===== src/design/cpp_pkg.sv =====
`timescale 1ns / 1ps
`default_nettype none

package cpp_pkg;

    // Field widths of the point and result formats
    localparam int COORD_W   = 16;
    localparam int DIFF_W    = COORD_W + 1;
    localparam int SQ_W      = 2 * COORD_W;
    localparam int DIST_W    = SQ_W + 2;
    localparam int IDX_OUT_W = 6;

    // Number of register stages in the distance unit, drained after each scan
    localparam int DRAIN_LEN = 3;

    typedef logic signed [COORD_W-1:0] t_coord;
    typedef logic        [DIST_W-1:0]  t_dist;

    typedef enum logic [1:0] {
        S_IDLE,
        S_SCAN,
        S_DRAIN,
        S_DONE
    } t_state;

endpackage

`default_nettype wire


===== src/design/closest_pair_of_points.sv =====
`timescale 1ns / 1ps
`default_nettype none

// Closest pair of points. Points arrive one per request with signed Q7.8
// coordinates and are kept in a ring of MAX_POINTS cells in load order. Each
// stored point passes, between its accept and the next accept, through the
// accept, one rotation of the ring past a single pipelined squared-distance
// unit, the unit drain and the set bookkeeping; the new point is written into
// the ring during that same rotation. A point that arrives with the store full
// is dropped and flagged. The request marked tlast yields one result with the
// smallest squared distance (Q18.16), the indices of the first such pair in
// index order and the overflow flag; the set is then emptied. That request is
// held in the bookkeeping state for as long as the previous result is still
// unread. With fewer than two points found is 0 and distance and indices are
// 0. Indices are given modulo 64.

module closest_pair_of_points
    import cpp_pkg::*;
#(
    parameter int MAX_POINTS = 64
) (
    input  wire         i_clk,
    input  wire         i_rst_n,
    input  wire         i_s_axis_tvalid,
    output logic        o_s_axis_tready,
    input  wire  [31:0] i_s_axis_tdata,  // [15:0] x_coord, [31:16] y_coord
    input  wire         i_s_axis_tlast,  // last_point
    output logic        o_m_axis_tvalid,
    input  wire         i_m_axis_tready,
    output logic [47:0] o_m_axis_tdata   // [0] found, [34:1] min_sq_dist,
                                         // [40:35] first_index, [46:41] second_index,
                                         // [47] overflowed
);

    localparam int IDX_W = $clog2(MAX_POINTS);
    localparam int CNT_W = $clog2(MAX_POINTS + 1);

    t_state             r_state, n_state;
    logic [IDX_W-1:0]   r_step, n_step;
    logic [1:0]         r_drain, n_drain;
    logic [CNT_W-1:0]   r_count, n_count;
    logic               r_ovf, n_ovf;
    logic               r_last, n_last;
    t_dist              r_best_d, n_best_d;
    logic [IDX_W-1:0]   r_best_f, n_best_f;
    logic [IDX_W-1:0]   r_best_s, n_best_s;
    t_coord             r_nx;
    t_coord             r_ny;
    logic               r_out_valid;
    logic [47:0]        r_out_data;

    logic               w_accept;
    logic               w_load_pt;
    logic               w_shift;
    logic               w_issue;
    logic               w_emit;
    logic               w_inject;
    logic               w_found;
    logic               w_d_valid;
    logic [IDX_W-1:0]   w_d_idx;
    t_dist              w_d_dist;
    logic [IDX_W+IDX_OUT_W-1:0] w_first_ext;
    logic [IDX_W+IDX_OUT_W-1:0] w_second_ext;
    t_coord             w_cx [MAX_POINTS];
    t_coord             w_cy [MAX_POINTS];
    t_coord             w_tail_x;
    t_coord             w_tail_y;

    assign w_accept = i_s_axis_tvalid && o_s_axis_tready;

    // Ring of point cells; the head feeds the distance unit and wraps to the tail
    assign w_inject = (CNT_W'(r_step) == r_count);
    assign w_tail_x = w_inject ? r_nx : w_cx[0];
    assign w_tail_y = w_inject ? r_ny : w_cy[0];

    generate
        for (genvar k = 0; k < MAX_POINTS; k++) begin : g_ring
            if (k == MAX_POINTS - 1) begin : g_tail
                cpp_cell u_cell (
                    .i_clk   (i_clk),
                    .i_shift (w_shift),
                    .i_x     (w_tail_x),
                    .i_y     (w_tail_y),
                    .o_x     (w_cx[k]),
                    .o_y     (w_cy[k])
                );
            end else begin : g_body
                cpp_cell u_cell (
                    .i_clk   (i_clk),
                    .i_shift (w_shift),
                    .i_x     (w_cx[k+1]),
                    .i_y     (w_cy[k+1]),
                    .o_x     (w_cx[k]),
                    .o_y     (w_cy[k])
                );
            end
        end
    endgenerate

    cpp_dist #(
        .IDX_W (IDX_W)
    ) u_dist (
        .i_clk   (i_clk),
        .i_rst_n (i_rst_n),
        .i_valid (w_issue),
        .i_idx   (r_step),
        .i_ax    (w_cx[0]),
        .i_ay    (w_cy[0]),
        .i_bx    (r_nx),
        .i_by    (r_ny),
        .o_valid (w_d_valid),
        .o_idx   (w_d_idx),
        .o_dist  (w_d_dist)
    );

    // Hold the state register
    always_ff @(posedge i_clk) begin
        if (!i_rst_n) begin
            r_state <= S_IDLE;
        end else begin
            r_state <= n_state;
        end
    end

    // Sequence a point: scan the ring, drain the unit, settle the set; drop if full
    always_comb begin
        n_state         = r_state;
        n_step          = r_step;
        n_drain         = r_drain;
        n_count         = r_count;
        n_ovf           = r_ovf;
        n_last          = r_last;
        w_load_pt       = 1'b0;
        w_shift         = 1'b0;
        w_issue         = 1'b0;
        w_emit          = 1'b0;
        o_s_axis_tready = 1'b0;
        case (r_state)
            S_IDLE: begin
                o_s_axis_tready = 1'b1;
                if (i_s_axis_tvalid) begin
                    w_load_pt = 1'b1;
                    n_last    = i_s_axis_tlast;
                    if (r_count == CNT_W'(MAX_POINTS)) begin
                        n_ovf   = 1'b1;
                        n_state = S_DONE;
                    end else begin
                        n_step  = '0;
                        n_state = S_SCAN;
                    end
                end
            end
            S_SCAN: begin
                w_shift = 1'b1;
                w_issue = (CNT_W'(r_step) < r_count);
                n_step  = r_step + 1'b1;
                if (r_step == IDX_W'(MAX_POINTS - 1)) begin
                    n_drain = '0;
                    n_state = S_DRAIN;
                end
            end
            S_DRAIN: begin
                n_drain = r_drain + 1'b1;
                if (r_drain == 2'(DRAIN_LEN - 1)) begin
                    n_count = r_count + 1'b1;
                    n_state = S_DONE;
                end
            end
            S_DONE: begin
                if (!r_last) begin
                    n_state = S_IDLE;
                end else if (!r_out_valid || i_m_axis_tready) begin
                    w_emit  = 1'b1;
                    n_count = '0;
                    n_ovf   = 1'b0;
                    n_state = S_IDLE;
                end
            end
            default: begin
                n_state = S_IDLE;
            end
        endcase
    end

    // Track the best pair; a tie goes to the lower first index
    always_comb begin
        n_best_d = r_best_d;
        n_best_f = r_best_f;
        n_best_s = r_best_s;
        if (w_emit) begin
            n_best_d = '1;
            n_best_f = '0;
            n_best_s = '0;
        end else if (w_d_valid) begin
            if ((r_count == CNT_W'(1)) || (w_d_dist < r_best_d) ||
                ((w_d_dist == r_best_d) && (w_d_idx < r_best_f))) begin
                n_best_d = w_d_dist;
                n_best_f = w_d_idx;
                n_best_s = r_count[IDX_W-1:0];
            end
        end
    end

    // Hold set control state
    always_ff @(posedge i_clk) begin
        if (!i_rst_n) begin
            r_step   <= '0;
            r_drain  <= '0;
            r_count  <= '0;
            r_ovf    <= 1'b0;
            r_last   <= 1'b0;
            r_best_d <= '1;
            r_best_f <= '0;
            r_best_s <= '0;
        end else begin
            r_step   <= n_step;
            r_drain  <= n_drain;
            r_count  <= n_count;
            r_ovf    <= n_ovf;
            r_last   <= n_last;
            r_best_d <= n_best_d;
            r_best_f <= n_best_f;
            r_best_s <= n_best_s;
        end
    end

    // Latch the incoming point
    always_ff @(posedge i_clk) begin
        if (w_load_pt) begin
            r_nx <= i_s_axis_tdata[15:0];
            r_ny <= i_s_axis_tdata[31:16];
        end
    end

    // Pack the result; indices drop to six bits
    assign w_found      = (r_count >= CNT_W'(2));
    assign w_first_ext  = {{IDX_OUT_W{1'b0}}, r_best_f};
    assign w_second_ext = {{IDX_OUT_W{1'b0}}, r_best_s};

    always_ff @(posedge i_clk) begin
        if (!i_rst_n) begin
            r_out_valid <= 1'b0;
        end else if (w_emit) begin
            r_out_valid <= 1'b1;
        end else if (i_m_axis_tready) begin
            r_out_valid <= 1'b0;
        end
    end

    always_ff @(posedge i_clk) begin
        if (w_emit) begin
            if (w_found) begin
                r_out_data <= {r_ovf, w_second_ext[IDX_OUT_W-1:0],
                               w_first_ext[IDX_OUT_W-1:0], r_best_d, 1'b1};
            end else begin
                r_out_data <= {r_ovf, 47'd0};
            end
        end
    end

    assign o_m_axis_tvalid = r_out_valid;
    assign o_m_axis_tdata  = r_out_data;

    // Checks on the sequencer and the best-pair tracker
    a_count_bound: assert property (@(posedge i_clk) disable iff (!i_rst_n)
        r_count <= CNT_W'(MAX_POINTS))
        else $error("point count beyond capacity");

    a_pair_order: assert property (@(posedge i_clk) disable iff (!i_rst_n)
        (r_state == S_IDLE && r_count >= CNT_W'(2)) |-> (r_best_s > r_best_f))
        else $error("best pair not in index order");

    a_dist_window: assert property (@(posedge i_clk) disable iff (!i_rst_n)
        w_d_valid |-> (r_state == S_SCAN || r_state == S_DRAIN))
        else $error("distance result outside scan");

    a_scan_start: assert property (@(posedge i_clk) disable iff (!i_rst_n)
        (w_accept && r_count != CNT_W'(MAX_POINTS)) |=> (r_state == S_SCAN))
        else $error("stored point did not start a scan");

    a_emit_clears: assert property (@(posedge i_clk) disable iff (!i_rst_n)
        w_emit |=> (r_count == '0 && !r_ovf && o_m_axis_tvalid))
        else $error("result did not clear the set");

endmodule

`default_nettype wire


===== src/design/cpp_cell.sv =====
`timescale 1ns / 1ps
`default_nettype none

module cpp_cell
    import cpp_pkg::*;
(
    input  wire    i_clk,
    input  wire    i_shift,
    input  t_coord i_x,
    input  t_coord i_y,
    output t_coord o_x,
    output t_coord o_y
);

    t_coord r_x;
    t_coord r_y;

    // Take the input point (the neighbour's, or a new one at the tail) on every shift
    always_ff @(posedge i_clk) begin
        if (i_shift) begin
            r_x <= i_x;
            r_y <= i_y;
        end
    end

    assign o_x = r_x;
    assign o_y = r_y;

endmodule

`default_nettype wire


===== src/design/cpp_dist.sv =====
`timescale 1ns / 1ps
`default_nettype none

module cpp_dist
    import cpp_pkg::*;
#(
    parameter int IDX_W = 6
) (
    input  wire              i_clk,
    input  wire              i_rst_n,
    input  wire              i_valid,
    input  wire  [IDX_W-1:0] i_idx,
    input  t_coord           i_ax,
    input  t_coord           i_ay,
    input  t_coord           i_bx,
    input  t_coord           i_by,
    output logic             o_valid,
    output logic [IDX_W-1:0] o_idx,
    output t_dist            o_dist
);

    logic signed [DIFF_W-1:0] r_dx;
    logic signed [DIFF_W-1:0] r_dy;
    logic        [SQ_W-1:0]   r_sqx;
    logic        [SQ_W-1:0]   r_sqy;
    t_dist                    r_dist;
    logic        [2:0]        r_vld;
    logic        [IDX_W-1:0]  r_idx_a;
    logic        [IDX_W-1:0]  r_idx_b;
    logic        [IDX_W-1:0]  r_idx_c;

    logic signed [2*DIFF_W-1:0] w_px;
    logic signed [2*DIFF_W-1:0] w_py;

    assign w_px = r_dx * r_dx;
    assign w_py = r_dy * r_dy;

    // Advance the valid flags down the three stages
    always_ff @(posedge i_clk) begin
        if (!i_rst_n) begin
            r_vld <= '0;
        end else begin
            r_vld <= {r_vld[1:0], i_valid};
        end
    end

    // Difference, square, sum: one register after each
    always_ff @(posedge i_clk) begin
        r_dx    <= {i_ax[COORD_W-1], i_ax} - {i_bx[COORD_W-1], i_bx};
        r_dy    <= {i_ay[COORD_W-1], i_ay} - {i_by[COORD_W-1], i_by};
        r_idx_a <= i_idx;
        r_sqx   <= w_px[SQ_W-1:0];
        r_sqy   <= w_py[SQ_W-1:0];
        r_idx_b <= r_idx_a;
        r_dist  <= {2'b00, r_sqx} + {2'b00, r_sqy};
        r_idx_c <= r_idx_b;
    end

    assign o_valid = r_vld[2];
    assign o_idx   = r_idx_c;
    assign o_dist  = r_dist;

endmodule

`default_nettype wire


===== config.mk =====
export PLATFORM = sky130hd
export DESIGN_NAME = closest_pair_of_points
export DESIGN_NICKNAME = d
export VERILOG_FILES = /design/src/design/cpp_pkg.sv /design/src/design/closest_pair_of_points.sv /design/src/design/cpp_cell.sv /design/src/design/cpp_dist.sv
export SDC_FILE = /design/constraint.sdc
export NUM_CORES = 2
export LEC_CHECK = 0
export BUFFER_PORTS_ARGS = -buffer_cell sky130_fd_sc_hd__buf_2
export CORE_MARGIN = 2
export CORE_UTILIZATION = 45
export DETAILED_ROUTE_END_ITERATION = 10
export PLACE_DENSITY = 0.71
export SYNTH_ARGS = -nofsm -noshare
export SYNTH_HDL_FRONTEND = slang
export SYNTH_SLANG_ARGS = --single-unit

===== constraint.sdc =====
create_clock -name i_clk -period 71.5 [get_ports i_clk]
set_input_delay 14.3 -clock i_clk [delete_from_list [all_inputs] [get_ports i_clk]]
set_output_delay 14.3 -clock i_clk [all_outputs]
set_load 0.01 [all_outputs]

After elaboration in Yosys (flattened, before gate mapping). Cells that the tools add are included. Widths: inputs -> output; s select.

Add/sub/neg operators: 6. Multipliers: 2. Div/mod/pow operators: 0. Order comparisons: 4. Eq/ne operators: 17. Shift-type cells: 0. Multiplexer cells: 33. Bitwise operators: 1. Reductions and logical operators: 20.

Operators with widths (number): $mul 17x17->32 (2); $eq 34x34->1 (1); $lt 34x34->1 (1); $sub 16x16->17 (2); $add 32x32->33 (1); $mux 16 (2); $mux 7 (3); $mux 1 (14); $mux 2 (7); $ne 2x2->1 const B (7); $pmux 7 s2 (1); $mux 6 (2); $pmux 6 s2 (1); $reduce_bool 2->1 (5); $pmux 2 s4 (1); $reduce_and 2->1 (4); $reduce_and 4->1 (2); $add 7x1->7 const B (1); $eq 6x7->1 (1); $eq 7x1->1 const B (1); $eq 7x7->1 const B (1); $ge 7x2->1 const B (1); $lt 6x7->1 (1); $add 6x1->6 const B (1); other kinds (16) (20).

Bits in registers: 2347. Latch bits: 0. Memory bits (writable): 0. ROM bits: 0. Bits of input ports: 37. Logic and storage cells: 235. Memories: 0.

Longest topological paths before layout.
Depth after elaboration: 6. Depth in mapped cells: 24. Depth with buffers taken out: 23.

By module. A second synthesis with hierarchy kept.

Cells, all modules: 5239. Area total of the unflattened synthesis: 92686.4 um2.

By module, submodules not included: cpp_cell (times used 64, cells an instance 32, area an instance 960.9 um2, seq. area each 960.9 um2); cpp_dist (times used 1, cells an instance 2575, area an instance 24404.7 um2, seq. area each 3002.9 um2); closest_pair_of_points (times used 1, cells an instance 616, area an instance 6782.8 um2, seq. area each 3723.6 um2).

Least setup slack after synthesis. Ideal clock, no wire load.

Path kind: reg2reg. From: register r_state[0]. To: register g_ring[0].g_body.u_cell.r_x[0], enable pin. Setup time: 2.720 ns. Data arrival time: 46.863 ns. Required time: 68.780 ns. Path slack: 21.917 ns. Cell stages (with the launch flop): 2. Path buffers: 0. Path through: dfxtp_1 -> ha_1.

Word-level cells in the longest chain between the ends: 2.

RTL lines: from (decl) (line closest_pair_of_points.sv:38) `t_state r_state, n_state;`; from (signal assigned) (line closest_pair_of_points.sv:121) `r_state <= n_state;`; $eq 2x1->1 (line closest_pair_of_points.sv:138) `case (r_state)`; $mux 1 (line closest_pair_of_points.sv:138); to (signal assigned) (line cpp_cell.sv:21) `r_x <= i_x;`; to (decl) (line cpp_cell.sv:15) `t_coord r_x;`.

No other way between the ends. A chain may end at the register's enable or synchronous reset.

Worst setup path after layout.
From: register r_state[0]. To: output port o_s_axis_tready.

Word-level cells in the longest chain between the ends: 2.

RTL lines: $logic_not 2->1 (line closest_pair_of_points.sv:138); $mux 1 (line closest_pair_of_points.sv:138); to (decl) (line closest_pair_of_points.sv:25) `output logic o_s_axis_tready,`.

No other way between the ends.

==> summary.md <==
| Metric | Value |
|---|---|
| Status | finished clean |
| Area leader, netlist | sky130_fd_sc_hd__edfxtp_1 |
| Clock Latency Late Sink | between 0.8 and 0.9 ns |
| Maximum net fanout on the critical path | 9 |
| Slew margin rel. | roughly 16% |
| Startpoint type of the worst setup path | flop |
| Clock tree from TritonCTS | yes |
| Initial detailed-routing violation count | slightly below 4000 |
| Crit path time final | 16.15 ns |
| Starting utilization of the core area | around 45% |
| Global routing usage on met3 | 2.577% |
| Ranking of synthesized cells by area | sky130_fd_sc_hd__edfxtp_1 69%, sky130_fd_sc_hd__fa_1 11%, sky130_fd_sc_hd__dfxtp_1 4.6% |
| Number of resized instances in the post-cts repair step | 0 |
| Met1 track utilization from global routing | approximately 20% |
| Largest net degree at the start of global routing | between 200 and 250 |
| Number of flops mapped to enable cells by yosys | around 2100 |
| Fraction of synthesis flops using an asynchronous set or reset pin | 0% |
| Number of setup buffers added after CTS | 0 |
| Fill cell total of the finished layout | ~16000 |
| Most frequent cells after synthesis | 2128 x sky130_fd_sc_hd__edfxtp_1, 787 x sky130_fd_sc_hd__inv_1, 512 x sky130_fd_sc_hd__fa_1 |
| Slowest library cell on the worst path | sky130_fd_sc_hd__dfxtp_1 |
| Summed instance area of the synthesized netlist | between 0.09 and 0.1 mm² |
| Total wire length | 143.7 mm |
| Data required time of the critical path | 57.20 ns |
| Global-route wire length before repair | between 200 and 250 mm |
| Overall track demand over capacity in global routing | 13.82% |
| Worst Clk Skew | 0.05795 ns |
| Std-Cell Rows | approximately 170 |
| Distinct cell type count of the synthesized netlist | 76 |
| Remaining antenna violation count | 0 |
| Clock transition time at the flip-flop clock pins of the worst setup and hold paths | about 0.060 ns |
| Final core utilization | approximately half |
| Crit share post-route | a little under a quarter |
| Max-capacitance violation count | 0 |
| CP Data Arrival Time | approximately 1.9 ns |
| Post-synthesis to final-layout area growth | 12.03% |
| Achievable clock frequency | approximately 62 MHz |
| Gr ovfl total | 0 |
| Mapped Nets | ~6000 |
| Die height | 459.1 µm |
| Final Hold Viols | 0 |
| Number of global-route vias before repair | about 43000 |
| Capturing element type of the critical path | primary output |
| Post-synth top area share | between 60 and 70% |
| Layout cells sized above 1 | ~9% |
| Cts bufs inserted | 219 |
| Setup violators final | 0 |
| RSZ-0062 raised after global routing | false |
| Synthesis Warnings | 0 |
| Number of hold-repair buffers added at the cts stage | 0 |
| Cell count after synthesis | about 5300 |
| WL/cell | around 17 µm |
| Post-synthesis sequential area ratio | between 70% and 80% |
| Most crowded layer after global routing | met2 |
| Final net count | ~6400 |
| GR Layer Usage met2 | roughly a fifth |
| Synth Register Bits | about 2300 |
| Main flop type after synthesis | sky130_fd_sc_hd__edfxtp_1 |
| Number of I/O pins | a little under 90 |
| Final count of pins violating max slew | 0 |
| Initial antenna violation count | 2 |
| Library cell with the highest instance count after synthesis | sky130_fd_sc_hd__edfxtp_1 |
| Std-Cell Core Area | approximately 0.21 mm² |
| Crit-path cells | inv_1 -> ha_1 -> buf_2 |
| Worst Setup Path Type | reg -> out |
| Worst min path class | reg -> reg |
| Overall via count from detail_route | slightly above 40000 |
| Die outline width | between 400 and 500 µm |
| Number of H-tree branching levels | 4 |
| Overall die area | 0.2108 mm² |
| Final estimated routing congestion in global placement | around 0.84 |
| Pin slew with the least headroom to its limit | around 1.3 ns |
| Footprint of the flip-flops and latches | around 0.07 mm² |
| Peak per-stage delay on the critical path | 0.40 ns |
| Post-DR vias/cell | roughly 5 |
| Post-DP HPWL | between 80 and 90 mm |
| Total Negative Setup Slacks | 0 ns |
| Pre-Repair DR Iteration Count | 7 |
| CTS root buffer | sky130_fd_sc_hd__clkbuf_16 |
| Clock sink count | about 2300 |
| Number of remaining DRC errors | 0 |
| Port Buffer Count | 86 |
| Combined area of the multi-input logic cells | around 0.022 mm² |
| Largest buffer count on any clock path | 3 |
| Avg Inst Size Synth | roughly 17 µm² |
[per-stage QoR]
step	instance area, µm²	setup WS [ns]	hold WS (ns)	cells
4_1_cts	104400	55.27	0.3215	8493
2_1_floorplan	93220	21.92	0.3096	5342
5_1_grt	104400	55.19	0.3268	8494
3_3_place_gp	97100	55.08	0.3135	8083
3_5_place_dp	97100	54.98	0.3121	8083
6_report	104400	55.35	0.3216	8494
[sequential cells by signal, indices dropped and copies added (netlist names), 2 cells and up]
register                  cells
r_state                       2
r_best_s                      6
g_ring.g_tail.u_cell.o_x     16
g_ring.g_body.u_cell.o_x   1008
g_ring.g_tail.u_cell.o_y     16
r_count                       7
u_dist.r_idx_a                6
r_step                        6
g_ring.g_body.u_cell.o_y   1008
u_dist.r_vld                  3
r_best_f                      6
r_ny                         16
u_dist.o_dist                33
u_dist.r_idx_b                6
u_dist.r_dy                  17
u_dist.o_idx                  6
u_dist.r_sqy                 31
u_dist.r_dx                  17
r_drain                       2
o_m_axis_tdata               48
r_nx                         16
r_best_d                     34
u_dist.r_sqx                 31
[worst max-delay path: cells and delay by family (launching register included)]
kind | cells | cell delay, ns
DFF | 1 | 0.40
adders and majority gates | 1 | 0.31
buffers and inverters | 2 | 0.29
[worst paths after layout]
check                        endpoint  slack [ns]                       from  cells after the start
max                   o_s_axis_tready       55.35    r_state[0]$_SDFFE_PN0P_                      3
min           u_dist.o_idx[1]$_DFF_P_        0.32  u_dist.r_idx_b[1]$_DFF_P_                      0
max reg2reg  u_dist.r_sqy[31]$_DFF_P_       64.27     u_dist.r_dy[2]$_DFF_P_                     21
min reg2reg   u_dist.o_idx[1]$_DFF_P_        0.32  u_dist.r_idx_b[1]$_DFF_P_                      0
[cells in the final DEF (no fill, tap or decap), types with 19 or more instances in the layout]
master                      instances
sky130_fd_sc_hd__a21o_1            39
sky130_fd_sc_hd__a21oi_1           75
sky130_fd_sc_hd__and2_1           114
sky130_fd_sc_hd__and3_1            19
sky130_fd_sc_hd__buf_2             86
sky130_fd_sc_hd__buf_4             34
sky130_fd_sc_hd__bufinv_16         26
sky130_fd_sc_hd__clkbuf_1          36
sky130_fd_sc_hd__clkbuf_16        220
sky130_fd_sc_hd__clkinv_1          43
sky130_fd_sc_hd__clkinv_2          44
sky130_fd_sc_hd__dfxtp_1          216
sky130_fd_sc_hd__edfxtp_1        2128
sky130_fd_sc_hd__fa_1             512
sky130_fd_sc_hd__ha_1             284
sky130_fd_sc_hd__inv_1            786
sky130_fd_sc_hd__mux2_2            31
sky130_fd_sc_hd__nand2_1          248
sky130_fd_sc_hd__nand2b_1          21
sky130_fd_sc_hd__nand3_1           45
sky130_fd_sc_hd__nor2_1           173
sky130_fd_sc_hd__nor2b_1           47
sky130_fd_sc_hd__nor3_1            38
sky130_fd_sc_hd__o211ai_1          73
sky130_fd_sc_hd__o21ai_0           63
sky130_fd_sc_hd__or3_1             24
sky130_fd_sc_hd__xnor2_1           96
sky130_fd_sc_hd__xor2_1            28
[layout make-up]
type                       instances  share of cell area, %
antenna                            1               0.002396
clock buffer                     260                  5.454
clock inverter                   150                  1.562
inverter                         789                  2.836
multi-input combinational       2121                  20.82
sequential                      2344                  65.33
tap                             2704                  3.240
timing repair buffer             125                 0.7524
[metal layers]
layer / vias up / share of wire (%)
li1: 19220 / -
met3: 259 / 5.0
met5: - / 0
met4: 0 / 2.5
met1: 21200 / 47
met2: 891 / 46
[kinds of logic after synthesis]
logic type	synth area share, %
mux	0.3960
flops	73.19
buf+inv	3.542
compound gates	2.823
simple gates	4.064
xor+xnor	1.165
fa+ha+maj	14.82
Power is left out: the tool's default activity adds up to more than one toggle a clock period on the data nets, which glitch-free logic cannot reach.
